**src/rtl/assert_macros.svh**
```systemverilog
// Assertion macros shared by the ray/sphere intersection RTL.
`ifndef ASSERT_MACROS_SVH
`define ASSERT_MACROS_SVH

// Clocked check, masked while reset is asserted.
`define RSI_ASSERT(lbl, prop, msg) \
  lbl: assert property (@(posedge clk) disable iff (!rst_n) prop) else $error(msg);

// Clocked check that also holds through reset.
`define RSI_ASSERT_ALWAYS(lbl, prop, msg) \
  lbl: assert property (@(posedge clk) prop) else $error(msg);

`endif

```
**src/rtl/rsi_pkg.sv**
```systemverilog
// Shared widths, register codes and pipeline side-band types.
`timescale 1ns / 1ps
package rsi_pkg;

  localparam int FRAC_W   = 16;
  // square root unit: 72-bit radicand, 36-bit root, one root bit per stage
  localparam int SQ_IN_W  = 72;
  localparam int SQ_OUT_W = SQ_IN_W / 2;
  localparam int SQ_REM_W = SQ_OUT_W + 3;
  // magnitude of hit point minus centre
  localparam int A_W      = 43;
  // the largest normalised normal magnitude lies in [2^29, 2^30)
  localparam int NA_W     = 30;
  localparam int LEN_W    = 31;
  // divider: quotient below 2^17, one quotient bit per stage
  localparam int DV_Q_W   = 17;
  localparam int DV_REM_W = NA_W + FRAC_W;
  localparam int DV_CMP_W = DV_REM_W + 2;

  localparam logic [DV_Q_W-1:0] NORM_ONE = DV_Q_W'(65536);
  localparam logic [30:0]       MAX_DIST = 31'h7fff_ffff;

  localparam logic [1:0] REG_CENTER_X = 2'd0;
  localparam logic [1:0] REG_CENTER_Y = 2'd1;
  localparam logic [1:0] REG_CENTER_Z = 2'd2;
  localparam logic [1:0] REG_RADIUS   = 2'd3;

  typedef struct packed {
    logic               miss;
    logic               sos;
    logic signed [36:0] b;
    logic [2:0][31:0]   o;
    logic [2:0][17:0]   d;
  } rsi_ray_t;

  typedef struct packed {
    logic             hit;
    logic [30:0]      dst;
    logic [2:0][31:0] pt;
    logic [2:0]       neg;
    logic             nz;
  } rsi_res_t;

  typedef struct packed {
    rsi_res_t               res;
    logic [2:0][NA_W-1:0]   a;
  } rsi_nrm_t;

endpackage

```
**src/rtl/rsi_div.sv**
```systemverilog
// Pipelined restoring divider for one normal component, one quotient bit per stage.
`timescale 1ns / 1ps
module rsi_div import rsi_pkg::*; (
  input  logic              clk,
  input  logic              en,
  input  logic [NA_W-1:0]   num,
  input  logic [LEN_W-1:0]  den,
  output logic [DV_Q_W-1:0] quo
);

  logic [DV_REM_W-1:0] rem_r [DV_Q_W];
  logic [DV_Q_W-1:0]   q_r   [DV_Q_W];
  logic [LEN_W-1:0]    den_r [DV_Q_W];

  for (genvar j = 0; j < DV_Q_W; j++) begin : g_stage
    logic [DV_REM_W-1:0] rem_in, rem_nxt;
    logic [DV_Q_W-1:0]   q_in, q_nxt;
    logic [LEN_W-1:0]    den_in;
    logic [DV_CMP_W-1:0] cmp;

    if (j == 0) begin : g_first
      assign rem_in = {num, FRAC_W'(0)};
      assign q_in   = '0;
      assign den_in = den;
    end else begin : g_next
      assign rem_in = rem_r[j-1];
      assign q_in   = q_r[j-1];
      assign den_in = den_r[j-1];
    end

    always_comb begin
      cmp = DV_CMP_W'(den_in) << (DV_Q_W - 1 - j);
      if (DV_CMP_W'(rem_in) >= cmp) begin
        rem_nxt = rem_in - cmp[DV_REM_W-1:0];
        q_nxt   = {q_in[DV_Q_W-2:0], 1'b1};
      end else begin
        rem_nxt = rem_in;
        q_nxt   = {q_in[DV_Q_W-2:0], 1'b0};
      end
    end

    always_ff @(posedge clk) begin
      if (en) begin
        rem_r[j] <= rem_nxt;
        q_r[j]   <= q_nxt;
        den_r[j] <= den_in;
      end
    end
  end

  assign quo = q_r[DV_Q_W-1];

endmodule

```
**config.mk**
```make
export PLATFORM = sky130hd
export DESIGN_NAME = rsi_div
export DESIGN_NICKNAME = d
export VERILOG_FILES = /design/src/rtl/assert_macros.svh /design/src/rtl/rsi_pkg.sv /design/src/rtl/rsi_div.sv
export SDC_FILE = /design/constraint.sdc
export NUM_CORES = 2
export LEC_CHECK = 0
export ABC_CLOCK_PERIOD_IN_PS = 3800
export BUFFER_PORTS_ARGS = -buffer_cell sky130_fd_sc_hd__buf_2
export CAP_MARGIN = 20
export CORE_AREA = 2 2 305 608
export DETAILED_ROUTE_END_ITERATION = 8
export DIE_AREA = 0 0 307 610
export GPL_TIMING_DRIVEN = 0
export SKIP_CTS_REPAIR_TIMING = 1
export SYNTH_ARGS = -nofsm -noshare
export SYNTH_HDL_FRONTEND = slang
export SYNTH_SLANG_ARGS = --single-unit
```
**constraint.sdc**
```tcl
create_clock -name clk -period 3.8 [get_ports clk]
set_input_delay 0.19 -clock clk [delete_from_list [all_inputs] [get_ports clk]]
set_output_delay 0.19 -clock clk [all_outputs]
set_load 0.02 [all_outputs]
```
### Word level (Yosys, flattened, before mapping)

Memory sizes are Yosys's and may differ from the RTL's.
Cells that the tools add are included.
W data, S select, Z words.

* bits in registers: 0
* bits in writable memories: 1598
* output and inout port bits: 17
* memories kept: 3

Memory list
* rem_r: words 17, width 46, read ports 16, clocked after Yosys merged registers in 0, write ports 17, RTL line rsi_div.sv:11 `logic [DV_REM_W-1:0] rem_r [DV_Q_W];`
* den_r: words 17, width 31, read ports 16, clocked after Yosys merged registers in 0, write ports 17, RTL line rsi_div.sv:13 `logic [LEN_W-1:0] den_r [DV_Q_W];`
* q_r: words 17, width 17, read ports 17, clocked after Yosys merged registers in 0, write ports 17, RTL line rsi_div.sv:12 `logic [DV_Q_W-1:0] q_r [DV_Q_W];`

* $add $sub $neg: 17
* order comparisons: 17
* mux-type cells: 36

Operators by type and width (count)
* $mux W46: 17
* $sub A46 B46 Y46: 2
* $ge A46 B47 Y1: 1
* $ge A46 B31 Y1: 1
* $ge A46 B32 Y1: 1
* $ge A46 B33 Y1: 1
* $ge A46 B34 Y1: 1
* $ge A46 B35 Y1: 1
* $ge A46 B36 Y1: 1
* $ge A46 B37 Y1: 1
* $ge A46 B38 Y1: 1
* $ge A46 B39 Y1: 1
* $ge A46 B40 Y1: 1
* $ge A46 B41 Y1: 1
* $ge A46 B42 Y1: 1
* $ge A46 B43 Y1: 1
* $ge A46 B44 Y1: 1
* $ge A46 B45 Y1: 1
* $ge A46 B46 Y1: 1
* $sub A46 B31 Y46: 1
* $sub A46 B32 Y46: 1
* $sub A46 B33 Y46: 1
* $sub A46 B34 Y46: 1
* $sub A46 B35 Y46: 1
* other kinds (11): 29

### Depth between registers and ports, before layout

An unclocked memory read counts as a cell.

* depth after elaboration: 3
* gate-level depth with buffers: 15
* mapped depth without buffers: 14

### Least setup slack after synthesis

OpenSTA, ideal clock, no wires.

* kind: register -> register
* start: mem rem_r[0][61] (netlist name)
* end: mem rem_r[0][134] (netlist name) (data pin)
* library setup time: 0.254 ns
* data arrival time: 3.186 ns
* data required time: 3.546 ns
* path slack: 0.360 ns
* stages on the path, launching flop included: 14
* buffers on the path: 1
* clock period less this slack: 3.440 ns
* cells stage by stage: edfxtp_1 -> fa_1 -> a21o_1 -> a221oi_2 -> o221ai_2 -> o21ai_1 -> nor2_1 -> nor2_2 -> a21oi_1 -> o2111a_1 -> a211oi_2 -> buf_2 -> a211oi_1 -> a21o_1

RTL lines (RTL line)
* from (decl): rsi_div.sv:11

==> run_results.csv <==
group,metric,value,unit
synth,ys_seq_area_share,51.65,%
timing,min_period,4040,ps
die,die_w,307,um
timing,rsz0062_at_grt,"true",
cts,ctsHtreeMaxLevel,4,
layout,final_cell_mix,"edfxtp_1, inv_1, nand2_1",
grt,antenna_found_initial,2,
synth,synth_cell_types,103,
worst_hold_path,min_from,"num[6]",
cts,numCtsBuffers,139,
timing,setup_viol,89,
synth,synth.ff_latch_count,1249,
grt,grt_pass1_vias,55760,
run_status,outcome,"complete, but fails checks",
critical_path,rr_startpoint,"rem_r[0][29]",
synth,synth_area_leaders,"edfxtp_1, ha_1, inv_1, o21ai_0, a21oi_1",
placement,port_buffers,79,
run_status,violations,"max-capacitance violations, max-slew violations, negative setup slack",
timing,worstMarginPinSlew,1656,ps
grt,grt_pass1_wl,309.5,mm
detailed_routing,first_pass_iters,5,
detailed_routing,avgViaCountPerCell,5.429,
worst_hold_path,min_to,"rem_r[0][22]",
timing,final_max_slew_viol_count,3,
timing,timing.final.crit_share,106.3,%
critical_path,crit_start,"rem_r[0][29]",
power,peakVddDrop,0.5727,mV
critical_path,rrSetupSlack,-240,ps
critical_path,worst-endpoint-arrival,4560,ps
die,die_height,610,um
worst_hold_path,worstHoldPathCells,4,
timing,max_slew_margin,-11.27,%
timing,hold_slack,21.81,ps
timing,finClkSkew,41.00,ps
power,leakagePower,34.25,nW
placement,finalWeightedCongestion,0.9810,
flow_run,cap_violations,1,
timing,hold_violations,0,
synth,synth_top_area_share,51.65,%
cts,cts_buffer_depth,4,
cts,cts_sinks,1249,
die,start_util,39.73,%
layout,finalInstanceArea,85800,sq um
grt,grt_remaining_overflow,0,
power,power.total,65.05,mW
critical_path,ff2ff_path_depth,14,
critical_path,path_max_fanout,8,
die,design.core.area,182800,sq um
synth,avgSynthCellArea,10.85,sq um
worst_hold_path,hold_path.class,"input port to flip-flop",
placement,post_dp_cell_area,76320,sq um
detailed_routing,drc,0,
synth,synth_edf_count,1249,
timing,max_freq,247.5,MHz
synth,ys_async_sr_fraction,0,%
detailed_routing,vias,52050,
synth,synth_fp_nets,7299,
layout,final_common_cell,"edfxtp_1",
cts,clk_latency,800,ps
synth,syn_inst,6695,
detailed_routing,wl_per_cell,22.66,um
layout,drive_above_1_share,14.27,%
synth,synth_area,72620,sq um
placement,dp_hpwl,168.4,mm
detailed_routing,postRouteAntennaNets,0,
detailed_routing,drt_wl_total,217.2,mm
die,die_area,187300,sq um
synth,ys.flop_type,"edfxtp_1",
layout,nNetsFinal,7746,
cts,cts_tree,"built",
cts,cts-root-buf,"clkbuf_16",
critical_path,cp-start-kind,"flip-flop",
grt,grt_usage,22.22,%
cts,path_clk_slew,60,ps
detailed_routing,drtIter0Drc,2273,
layout,synthToLayoutAreaGrowth,18.16,%
critical_path,required,4320,ps
power,powerDensity,758.2,nW/um^2
grt,grt_start_max_net_pins,181,
timing,setup_ws,-240.1,ps
synth,ys_warn_count,0,
critical_path,worstSetupEndpointType,"flip-flop",
die,rows,222,
die,boundaryPins,80,
critical_path,worstSetupPathType,"flip-flop to flip-flop",
synth,synthDominantAreaCellType,"edfxtp_1",
critical_path,rr_endpoint,"rem_r[0][88]",
[logic make-up after synthesis]
| logic type | count (synthesis) | share of synthesized area (%) |
|---|---|---|
| and+or+nand+nor | 1637 | 10.84 |
| buffers and inverters | 824 | 4.366 |
| muxes | 118 | 1.818 |
| AOI/OAI and AO/OA | 1811 | 15.63 |
| adders and majority gates | 541 | 9.487 |
| xor gates and xnor gates | 515 | 6.212 |
| DFF | 1249 | 51.65 |
[how the worst max path moves through the flow]
stage                          endpoint  slack, ps  cells past startpoint
after floorplan           rem_r[0][134]        360                     13
after global placement        q_r[2][3]     -17560                      1
after detailed placement  rem_r[0][529]      -2100                     11
after CTS                 rem_r[0][541]      -2110                     11
after global routing       rem_r[0][88]       -310                     14
final                      rem_r[0][88]       -240                     14
[area by class of cell]
class | count | area, sq um
Antenna cell | 2 | 5.005
Buffer | 143 | 1084
Clock buffer | 154 | 3620
Clock inverter | 78 | 638.1
Fill cell | 16640 | 96970
Inverter | 660 | 2505
Multi-Input combinational cell | 4624 | 34480
Sequential cell | 1249 | 37510
Tap cell | 2352 | 2943
Timing Repair Buffer | 325 | 3023
[power by group]
| part | total (mW) | leakage [nW] | internal [mW] | switching, mW |
|---|---|---|---|---|
| logic | 29.9 | 20.1 | 12.5 | 17.4 |
| registers | 22.1 | 12.1 | 20.1 | 1.99 |
| clock network | 13.1 | 2.08 | 7.51 | 5.58 |
| total | 65.1 | 34.3 | 40.0 | 25.0 |
[Yosys cell counts, types with 14 or more instances]
cell	count
nor2_1	323
and2_1	31
mux2_1	34
o31a_1	15
nand4_1	88
o31ai_1	33
and3_1	49
fa_1	16
a31oi_1	43
nor3_1	80
a21boi_1	14
o21a_1	66
o21ai_1	68
nor2b_1	86
o21bai_1	56
o211ai_1	21
a211o_1	19
xnor2_1	271
or3_1	30
a2111oi_0	16
nor4_1	45
nand2b_1	77
nand3_1	115
ha_1	525
edfxtp_1	1249
buf_2	35
a31o_2	14
o21ai_0	489
nand2_1	609
a211oi_1	44
a21o_1	282
mux2_2	77
or4_1	18
o2111ai_1	16
a21oi_1	487
inv_1	657
clkbuf_1	119
xor2_1	244
[state kept, by name (all words and copies together), names as in the netlist]
register  cells
rem_r       600
den_r       496
q_r         153
[routing by layer]
metal	GRT usage, %	vias up	routed length [um]
li1	-	25260	-
met1	12.67	24950	50480
met2	50.42	1101	133800
met3	2.026	740	4341
met4	22.58	0	28590
met5	0	-	0
[worst max-delay path: stages (launching register included)]
cell	delay, ps
edfxtp_1	400
ha_1	410
a21oi_2	200
o21ai_0	150
a21oi_2	210
nand3b_1	240
nor3_4	400
nor2_4	100
a221oi_4	340
a21oi_1	110
a211o_1	290
a21oi_4	160
buf_12	210
buf_16	180
mux2_1	350
[per-stage QoR]
| stage | util [%] | cells | setup WS (ps) | setup TNS (ps) |
|---|---|---|---|---|
| 6_report | 46.94 | 9587 | -240.1 | -6913 |
| 3_3_place_gp | 41.56 | 9126 | -17560 | - |
| 5_1_grt | 46.94 | 9586 | -312.0 | -17730 |
| 2_1_floorplan | - | 6695 | 360.4 | 0 |
| 4_1_cts | 44.09 | 9376 | -2115 | -661760 |
| 3_5_place_dp | 41.76 | 9144 | -2100 | -660750 |
Power figures use the tool's default switching activity.
